<file path="src/sv/ptld_pkg.sv">
// ----------------------------------------------------------------------------
// ptld_pkg
// Shared types and constants for the proximity toggle lamp dimmer.
// ----------------------------------------------------------------------------
package ptld_pkg;

  localparam int unsigned CfgIdxW  = 3;
  localparam int unsigned CfgDataW = 16;

  localparam logic [CfgIdxW-1:0] RegNearThreshold  = 3'd0;
  localparam logic [CfgIdxW-1:0] RegWindowStart    = 3'd1;
  localparam logic [CfgIdxW-1:0] RegWindowEnd      = 3'd2;
  localparam logic [CfgIdxW-1:0] RegLevelInWindow  = 3'd3;
  localparam logic [CfgIdxW-1:0] RegLevelOutside   = 3'd4;
  localparam logic [CfgIdxW-1:0] RegSampleInterval = 3'd5;

  localparam logic [15:0] SampleIntervalReset = 16'd1000;
  localparam logic [15:0] TickSat             = 16'hFFFF;
  localparam logic [7:0]  RampUpStep          = 8'd1;
  localparam logic [7:0]  RampDownStep        = 8'd10;
  localparam logic [7:0]  LevelFull           = 8'd255;

  typedef struct packed {
    logic [9:0]  near_threshold;
    logic [4:0]  window_start_hour;
    logic [4:0]  window_end_hour;
    logic [7:0]  level_in_window;
    logic [7:0]  level_outside;
    logic [15:0] sample_interval;
  } ptld_cfg_t;

  typedef struct packed {
    logic [7:0] lamp_level;
    logic [7:0] indicator_level;
    logic       switch_on;
    logic [1:0] gesture_count;
    logic       in_window;
  } ptld_result_t;

endpackage

</file>
<file path="src/sv/ptld_cfg_regs.sv">
// ----------------------------------------------------------------------------
// ptld_cfg_regs
// Configuration register file, written through a plain indexed write port.
// ----------------------------------------------------------------------------
module ptld_cfg_regs (
  input  logic                          clk_i,
  input  logic                          rst_ni,
  input  logic                          cfg_we_i,
  input  logic [ptld_pkg::CfgIdxW-1:0]  cfg_addr_i,
  input  logic [ptld_pkg::CfgDataW-1:0] cfg_wdata_i,
  output ptld_pkg::ptld_cfg_t           cfg_o
);
  import ptld_pkg::*;

  ptld_cfg_t cfg_q;

  always_ff @(posedge clk_i or negedge rst_ni) begin
    if (!rst_ni) begin
      cfg_q                   <= '0;
      cfg_q.sample_interval   <= SampleIntervalReset;
    end else if (cfg_we_i) begin
      unique case (cfg_addr_i)
        RegNearThreshold:  cfg_q.near_threshold    <= cfg_wdata_i[9:0];
        RegWindowStart:    cfg_q.window_start_hour <= cfg_wdata_i[4:0];
        RegWindowEnd:      cfg_q.window_end_hour   <= cfg_wdata_i[4:0];
        RegLevelInWindow:  cfg_q.level_in_window   <= cfg_wdata_i[7:0];
        RegLevelOutside:   cfg_q.level_outside     <= cfg_wdata_i[7:0];
        RegSampleInterval: cfg_q.sample_interval   <= cfg_wdata_i;
        default: ;
      endcase
    end
  end

  assign cfg_o = cfg_q;

endmodule

</file>
<file path="src/sv/ptld_step.sv">
// ----------------------------------------------------------------------------
// ptld_step
// Per-tick state update: sampling, gesture counting, window and level ramp.
// ----------------------------------------------------------------------------
module ptld_step (
  input  logic                   clk_i,
  input  logic                   rst_ni,
  input  logic                   step_i,
  input  logic [4:0]             hour_now_i,
  input  logic [9:0]             range_cm_i,
  input  ptld_pkg::ptld_cfg_t    cfg_i,
  output ptld_pkg::ptld_result_t result_o
);
  import ptld_pkg::*;

  logic [15:0] ticks_q, ticks_d;
  logic        last_near_q, last_near_d;
  logic [1:0]  count_q, count_d;
  logic        switch_q, switch_d;
  logic [7:0]  level_q, level_d;

  logic       sample;
  logic       near;
  logic       change;
  logic       win;
  logic [7:0] target;

  always_comb begin
    sample = ticks_q >= cfg_i.sample_interval;
    near   = range_cm_i < cfg_i.near_threshold;
    change = sample && (near != last_near_q);

    count_d     = change ? count_q + 2'd1 : count_q;
    last_near_d = change ? near : last_near_q;
    switch_d    = sample ? (count_d != 2'd0) : switch_q;

    if (sample) begin
      ticks_d = 16'd1;
    end else if (ticks_q != TickSat) begin
      ticks_d = ticks_q + 16'd1;
    end else begin
      ticks_d = ticks_q;
    end

    if (cfg_i.window_start_hour <= cfg_i.window_end_hour) begin
      win = (hour_now_i >= cfg_i.window_start_hour) && (hour_now_i < cfg_i.window_end_hour);
    end else begin
      win = (hour_now_i >= cfg_i.window_start_hour) || (hour_now_i < cfg_i.window_end_hour);
    end

    if (!switch_d) begin
      target = 8'd0;
    end else begin
      target = win ? cfg_i.level_in_window : cfg_i.level_outside;
    end

    priority if (level_q < target) begin
      level_d = level_q + RampUpStep;
    end else if (level_q > target) begin
      level_d = (level_q <= RampDownStep) ? 8'd0 : level_q - RampDownStep;
    end else begin
      level_d = level_q;
    end

    result_o.lamp_level      = level_d;
    result_o.indicator_level = LevelFull - level_d;
    result_o.switch_on       = switch_d;
    result_o.gesture_count   = count_d;
    result_o.in_window       = win;
  end

  always_ff @(posedge clk_i or negedge rst_ni) begin
    if (!rst_ni) begin
      ticks_q     <= '0;
      last_near_q <= 1'b0;
      count_q     <= '0;
      switch_q    <= 1'b0;
      level_q     <= '0;
    end else if (step_i) begin
      ticks_q     <= ticks_d;
      last_near_q <= last_near_d;
      count_q     <= count_d;
      switch_q    <= switch_d;
      level_q     <= level_d;
    end
  end

endmodule

</file>
<file path="src/sv/proximity_toggle_lamp_dimmer_core.sv">
// ----------------------------------------------------------------------------
// proximity_toggle_lamp_dimmer_core
// Proximity-toggled lamp dimmer with an hour-of-day brightness window.
//
// Usage:
//   Input channel (in_valid_i/in_ready_o) carries one tick request: the
//   current hour and the latest distance reading. Output channel
//   (out_valid_o/out_ready_i) returns one result per tick: lamp level,
//   its inverse for the indicator, switch state, gesture count and the
//   window flag.
//   Configuration is a plain write port (cfg_we_i, cfg_addr_i,
//   cfg_wdata_i); write only while no request is in flight.
//   Each accepted request passes through an input register, then the state
//   update into the result register. Throughput is one request per cycle
//   while the receiver does not stall.
//   When the receiver stalls, the result register holds and the input
//   register still takes one more request; ready drops only when both
//   are full.
//   Reset clears the valid flags, the tick state and configuration (the
//   data registers are not reset); sample interval resets to 1000 ticks.
// ----------------------------------------------------------------------------
module proximity_toggle_lamp_dimmer_core (
  input  logic                          clk_i,
  input  logic                          rst_ni,
  input  logic                          cfg_we_i,
  input  logic [ptld_pkg::CfgIdxW-1:0]  cfg_addr_i,
  input  logic [ptld_pkg::CfgDataW-1:0] cfg_wdata_i,
  input  logic                          in_valid_i,
  output logic                          in_ready_o,
  input  logic [4:0]                    hour_now_i,
  input  logic [9:0]                    range_cm_i,
  output logic                          out_valid_o,
  input  logic                          out_ready_i,
  output logic [7:0]                    lamp_level_o,
  output logic [7:0]                    indicator_level_o,
  output logic                          switch_on_o,
  output logic [1:0]                    gesture_count_o,
  output logic                          in_window_o
);
  import ptld_pkg::*;

  ptld_cfg_t    cfg;
  ptld_result_t step_res;
  ptld_result_t res_q;

  logic       in_valid_q;
  logic [4:0] hour_q;
  logic [9:0] range_q;
  logic       out_valid_q;
  logic       step;

  assign step       = in_valid_q && (!out_valid_q || out_ready_i);
  assign in_ready_o = !in_valid_q || step;

  ptld_cfg_regs u_cfg (
    .clk_i       (clk_i),
    .rst_ni      (rst_ni),
    .cfg_we_i    (cfg_we_i),
    .cfg_addr_i  (cfg_addr_i),
    .cfg_wdata_i (cfg_wdata_i),
    .cfg_o       (cfg)
  );

  ptld_step u_step (
    .clk_i      (clk_i),
    .rst_ni     (rst_ni),
    .step_i     (step),
    .hour_now_i (hour_q),
    .range_cm_i (range_q),
    .cfg_i      (cfg),
    .result_o   (step_res)
  );

  always_ff @(posedge clk_i or negedge rst_ni) begin
    if (!rst_ni) begin
      in_valid_q  <= 1'b0;
      out_valid_q <= 1'b0;
    end else begin
      if (in_ready_o) begin
        in_valid_q <= in_valid_i;
      end
      if (step) begin
        out_valid_q <= 1'b1;
      end else if (out_ready_i) begin
        out_valid_q <= 1'b0;
      end
    end
  end

  always_ff @(posedge clk_i) begin
    if (in_valid_i && in_ready_o) begin
      hour_q  <= hour_now_i;
      range_q <= range_cm_i;
    end
    if (step) begin
      res_q <= step_res;
    end
  end

  assign out_valid_o       = out_valid_q;
  assign lamp_level_o      = res_q.lamp_level;
  assign indicator_level_o = res_q.indicator_level;
  assign switch_on_o       = res_q.switch_on;
  assign gesture_count_o   = res_q.gesture_count;
  assign in_window_o       = res_q.in_window;

  a_ready_only_when_full: assert property (@(posedge clk_i) disable iff (!rst_ni)
    !in_ready_o |-> (in_valid_q && out_valid_q && !out_ready_i))
    else $error("input stalled without a full pipeline");

  a_indicator_inverse: assert property (@(posedge clk_i) disable iff (!rst_ni)
    out_valid_o |-> (indicator_level_o == ~lamp_level_o))
    else $error("indicator is not the inverse of lamp level");

  a_switch_matches_count: assert property (@(posedge clk_i) disable iff (!rst_ni)
    out_valid_o |-> (switch_on_o == (gesture_count_o != 2'd0)))
    else $error("switch state disagrees with gesture count");

  a_step_makes_result: assert property (@(posedge clk_i) disable iff (!rst_ni)
    step |=> out_valid_o)
    else $error("processed request produced no result");

endmodule

</file>
<file path="config.mk">
export PLATFORM = sky130hd
export DESIGN_NAME = proximity_toggle_lamp_dimmer_core
export DESIGN_NICKNAME = d
export VERILOG_FILES = /design/src/sv/ptld_pkg.sv /design/src/sv/ptld_cfg_regs.sv /design/src/sv/ptld_step.sv /design/src/sv/proximity_toggle_lamp_dimmer_core.sv
export SDC_FILE = /design/constraint.sdc
export NUM_CORES = 1
export LEC_CHECK = 0
export ABC_CLOCK_PERIOD_IN_PS = 10600
export BUFFER_PORTS_ARGS = -buffer_cell sky130_fd_sc_hd__buf_2
export CELL_PAD_IN_SITES_DETAIL_PLACEMENT = 2
export CELL_PAD_IN_SITES_GLOBAL_PLACEMENT = 2
export CORE_MARGIN = 2
export CORE_UTILIZATION = 31
export CTS_BUF_LIST = sky130_fd_sc_hd__clkbuf_4 sky130_fd_sc_hd__clkbuf_8
export CTS_CLUSTER_SIZE = 14
export DETAILED_ROUTE_END_ITERATION = 7
export PLACE_DENSITY_LB_ADDON = 0.1
export SETUP_SLACK_MARGIN = 0.02
export SYNTH_ARGS = -nofsm -noshare
export SYNTH_HDL_FRONTEND = slang
export SYNTH_SLANG_ARGS = --single-unit
</file>
<file path="constraint.sdc">
create_clock -name clk_i -period 10.6 [get_ports clk_i]
set_clock_uncertainty 0.1 [all_clocks]
set_input_delay 0 -clock clk_i [delete_from_list [all_inputs] [get_ports clk_i]]
set_output_delay 0 -clock clk_i [all_outputs]
set_load 0.03 [all_outputs]
</file>
==> results_dict.tcl <==
set metrics [dict create \
    critPathLaunch "u_cfg.cfg_o[7]" \
    synth_top_family_by_area "simple AND/OR/NAND/NOR gates" \
    synthMuxAreaShare_pct 9.40 \
    yosys.area.top_type "dfrtp_1" \
    multi_input_area_sq_um 3010 \
    hpwlAfterDp_microns 12700 \
    drc 0 \
    synth_compound_area_share_pct 12.7 \
    via_per_inst 5.05 \
    layout_worst_path_cycle_share_pct 48.4 \
    min_from "range_cm_i[2]" \
    synth-seq-cells 117 \
    async_flop_share_pct 70.1 \
    hold_class "primary input to flop" \
    synthXorXnorAreaFrac_pct 1.51 \
    yosysWarningCount 0 \
    met2_usage_pct 30.4 \
    syn_inst 585 \
    hold_buffers 43 \
    cts-root-buf "clkbuf_8" \
    regArea_sq_um 3110 \
    synth_area_per_cell_sq_um 10.9 \
    cts-htree-levels 4 \
    clk_latency_ns 0.45 \
    worst_pin_slew_ns 1.05 \
    fillers 2176 \
    p_per_area_nw_per_um2 250 \
    cts_tree "yes" \
    grt_max_degree 46 \
    post-route-min-period_ns 5.13 \
    maxCapViolCount 0 \
    cts.sinks 117 \
    drt-pass1-iter-count 4 \
    core_sq_um 20200 \
    cts.path.max_buffers 2 \
    track_usage_pct 17.5 \
    rsz0062_at_grt "no" \
    mostFrequentLayoutCells "dfrtp_1, buf_2, nand2_1" \
    crit_path_max_fanout 13 \
    start_kind "flop" \
    drt_wl_total_microns 17600 \
    dieArea_sq_um 21700 \
    use_met1_pct 22.3 \
    synth_edf_count 35 \
    synthAdderAreaFrac_pct 10.4 \
    row_count 52 \
    post-cts-setup-buffers 0 \
    busiest_layer "met2" \
    die_width_microns 147 \
    synth.distinct_cells 66 \
    drt_first_iter_violations 177 \
    run_status "finished clean" \
    grt_pass1_vias 5559 \
    wire_per_inst_microns 17.9 \
    gp_congestion 0.815 \
    grt_overflow 0 \
    drive_above_1_share_pct 21.9 \
    ys_seq_area_share_pct 48.9 \
    design_area_sq_um 7790 \
    clkTransAtPathRegs_ns 0.08 \
    layout.nets 789 \
    diodes 0 \
    synth_top_area_share_pct 29.9 \
    critPathArrivalTime_ns 5.23 \
    finalHoldViolations 0 \
    grt_antenna_before_repair 0 \
    r2r_start "u_cfg.cfg_o[7]" \
    area.growth.synth_to_final_pct 22.4 \
    die_h_microns 147 \
    grt_pass1_wl_microns 29500 \
    cts_inserted_buffers 17 \
    pin_count 61 \
    worstSetupPathType "flop to flop" \
    vias 4956 \
    layout_commonest_cell "dfrtp_1" \
    netlist_area_sq_um 6360 \
    ant_nets 0 \
    tns_ns 0 \
    ys_top_cells_by_area "dfrtp_1, edfxtp_1, ha_1, mux2_2, o21ai_0" \
    ys.flop_type "dfrtp_1" \
    yosys.area_share.simple_pct 13.4 \
    start_util_pct 31.5 \
    peakVddDrop_uv 81.7 \
    portBuffers 60 \
    cts.repair.resized 0 \
    use_met3_pct 2.95 \
    placed_cell_area_sq_um 6970 \
    slew_violations 0 \
    power.leakage_nw 3.44 \
    fmax_mhz 195 \
    finalSetupViolCount 0 \
    syn-num-nets 676 \
    worstPathRequired_ns 10.70 \
    slew_headroom_pct 29.2 \
    end_kind "flop" \
]
-- path summary, 6_finish.rpt --
path	to	cells after the start	slack, ns
setup / recovery	lamp_level_o[2]	15	5.47
hold / removal	range_q[2]	2	0.15
setup reg to reg	lamp_level_o[2]	15	5.47
hold reg to reg	u_cfg.cfg_o[25]	1	0.40
max in group asynchronous	u_cfg.cfg_o[23]	4	8.85
min in group asynchronous	u_step.level_q[2]	3	0.53
-- kinds of logic after synthesis --
kind of cell	Yosys count
buf+inv	61
flops	117
mux	54
compound gates	123
xor+xnor	11
simple gates	166
fa+ha+maj	53
-- per-stage QoR --
step | util (%) | total power, mW | hold WS [ns] | setup WS, ns | instances
after floorplan | - | 1.30 | -0.396 | 6.45 | 585
after detailed placement | 34.6 | 1.53 | -0.0573 | 5.46 | 906
final | 38.6 | 1.95 | 0.150 | 5.47 | 981
after global routing | 38.6 | 2.11 | 0.127 | 5.09 | 981
after CTS | 38.6 | 1.98 | 0.116 | 5.45 | 981
after global placement | 34.6 | 1.48 | -0.0618 | 5.72 | 906
-- critical path, stage by stage, from the launching register on --
cell      delay [ns]
dfstp_2         0.53
inv_1           0.04
ha_1            0.28
nand2_1         0.07
or4_1           0.56
o31a_4          0.34
nand2_1         0.19
a31o_1          0.38
nand2_1         0.12
ha_1            0.31
nor2b_1         0.14
o211ai_1        0.26
a21oi_1         0.20
nor2_1          0.73
mux2i_1         0.23
a221o_1         0.39
-- report_power, final --
| group | internal, mW | switching, mW | total (mW) |
|---|---|---|---|
| Combinational | 0.329 | 0.476 | 0.805 |
| Clock | 0.220 | 0.200 | 0.420 |
| Sequential | 0.621 | 0.0999 | 0.721 |
-- metal layers --
metal	wire length [microns]	vias to the layer above	share of wire [%]
met5	0	-	0
met4	229	0	1.3
met3	359	15	2.0
met2	8770	57	50
met1	8190	2530	47
li1	-	2354	-
-- sequential cells by signal, summed over array words and instances (netlist names) --
register	cells
in_valid_q	1
u_step.count_q	2
u_step.last_near_q	1
u_step.level_q	8
in_window_o	1
u_cfg.cfg_o	52
lamp_level_o	8
u_step.ticks_q	16
gesture_count_o	2
indicator_level_o	8
hour_q	5
u_step.switch_q	1
out_valid_o	1
range_q	10
switch_on_o	1
-- area by class of cell --
cell class | instances | share of cell area (%)
multi-input cells | 407 | 38.7
repair buffers | 106 | 9.70
inverters | 49 | 2.36
well taps | 270 | 4.34
clock buffers | 20 | 3.37
clock inverters | 12 | 1.61
flip-flops and latches | 117 | 39.9
-- Yosys cell counts, drive strengths merged (4+ instances only) --
master   n
or3      9
ha      52
xnor2    5
nand2b   8
nor2b    7
edfxtp  35
and4     5
a211oi   5
nor2    21
nand4    7
dfrtp   76
o21ai   46
o211ai   6
a21oi   26
mux2    46
mux2i    8
dfstp    6
a21o     4
xor2     6
clkbuf   9
inv     49
and2     4
nand3   16
and3    10
nand2   55
nor3    10
(Power assumes the default switching activity.)
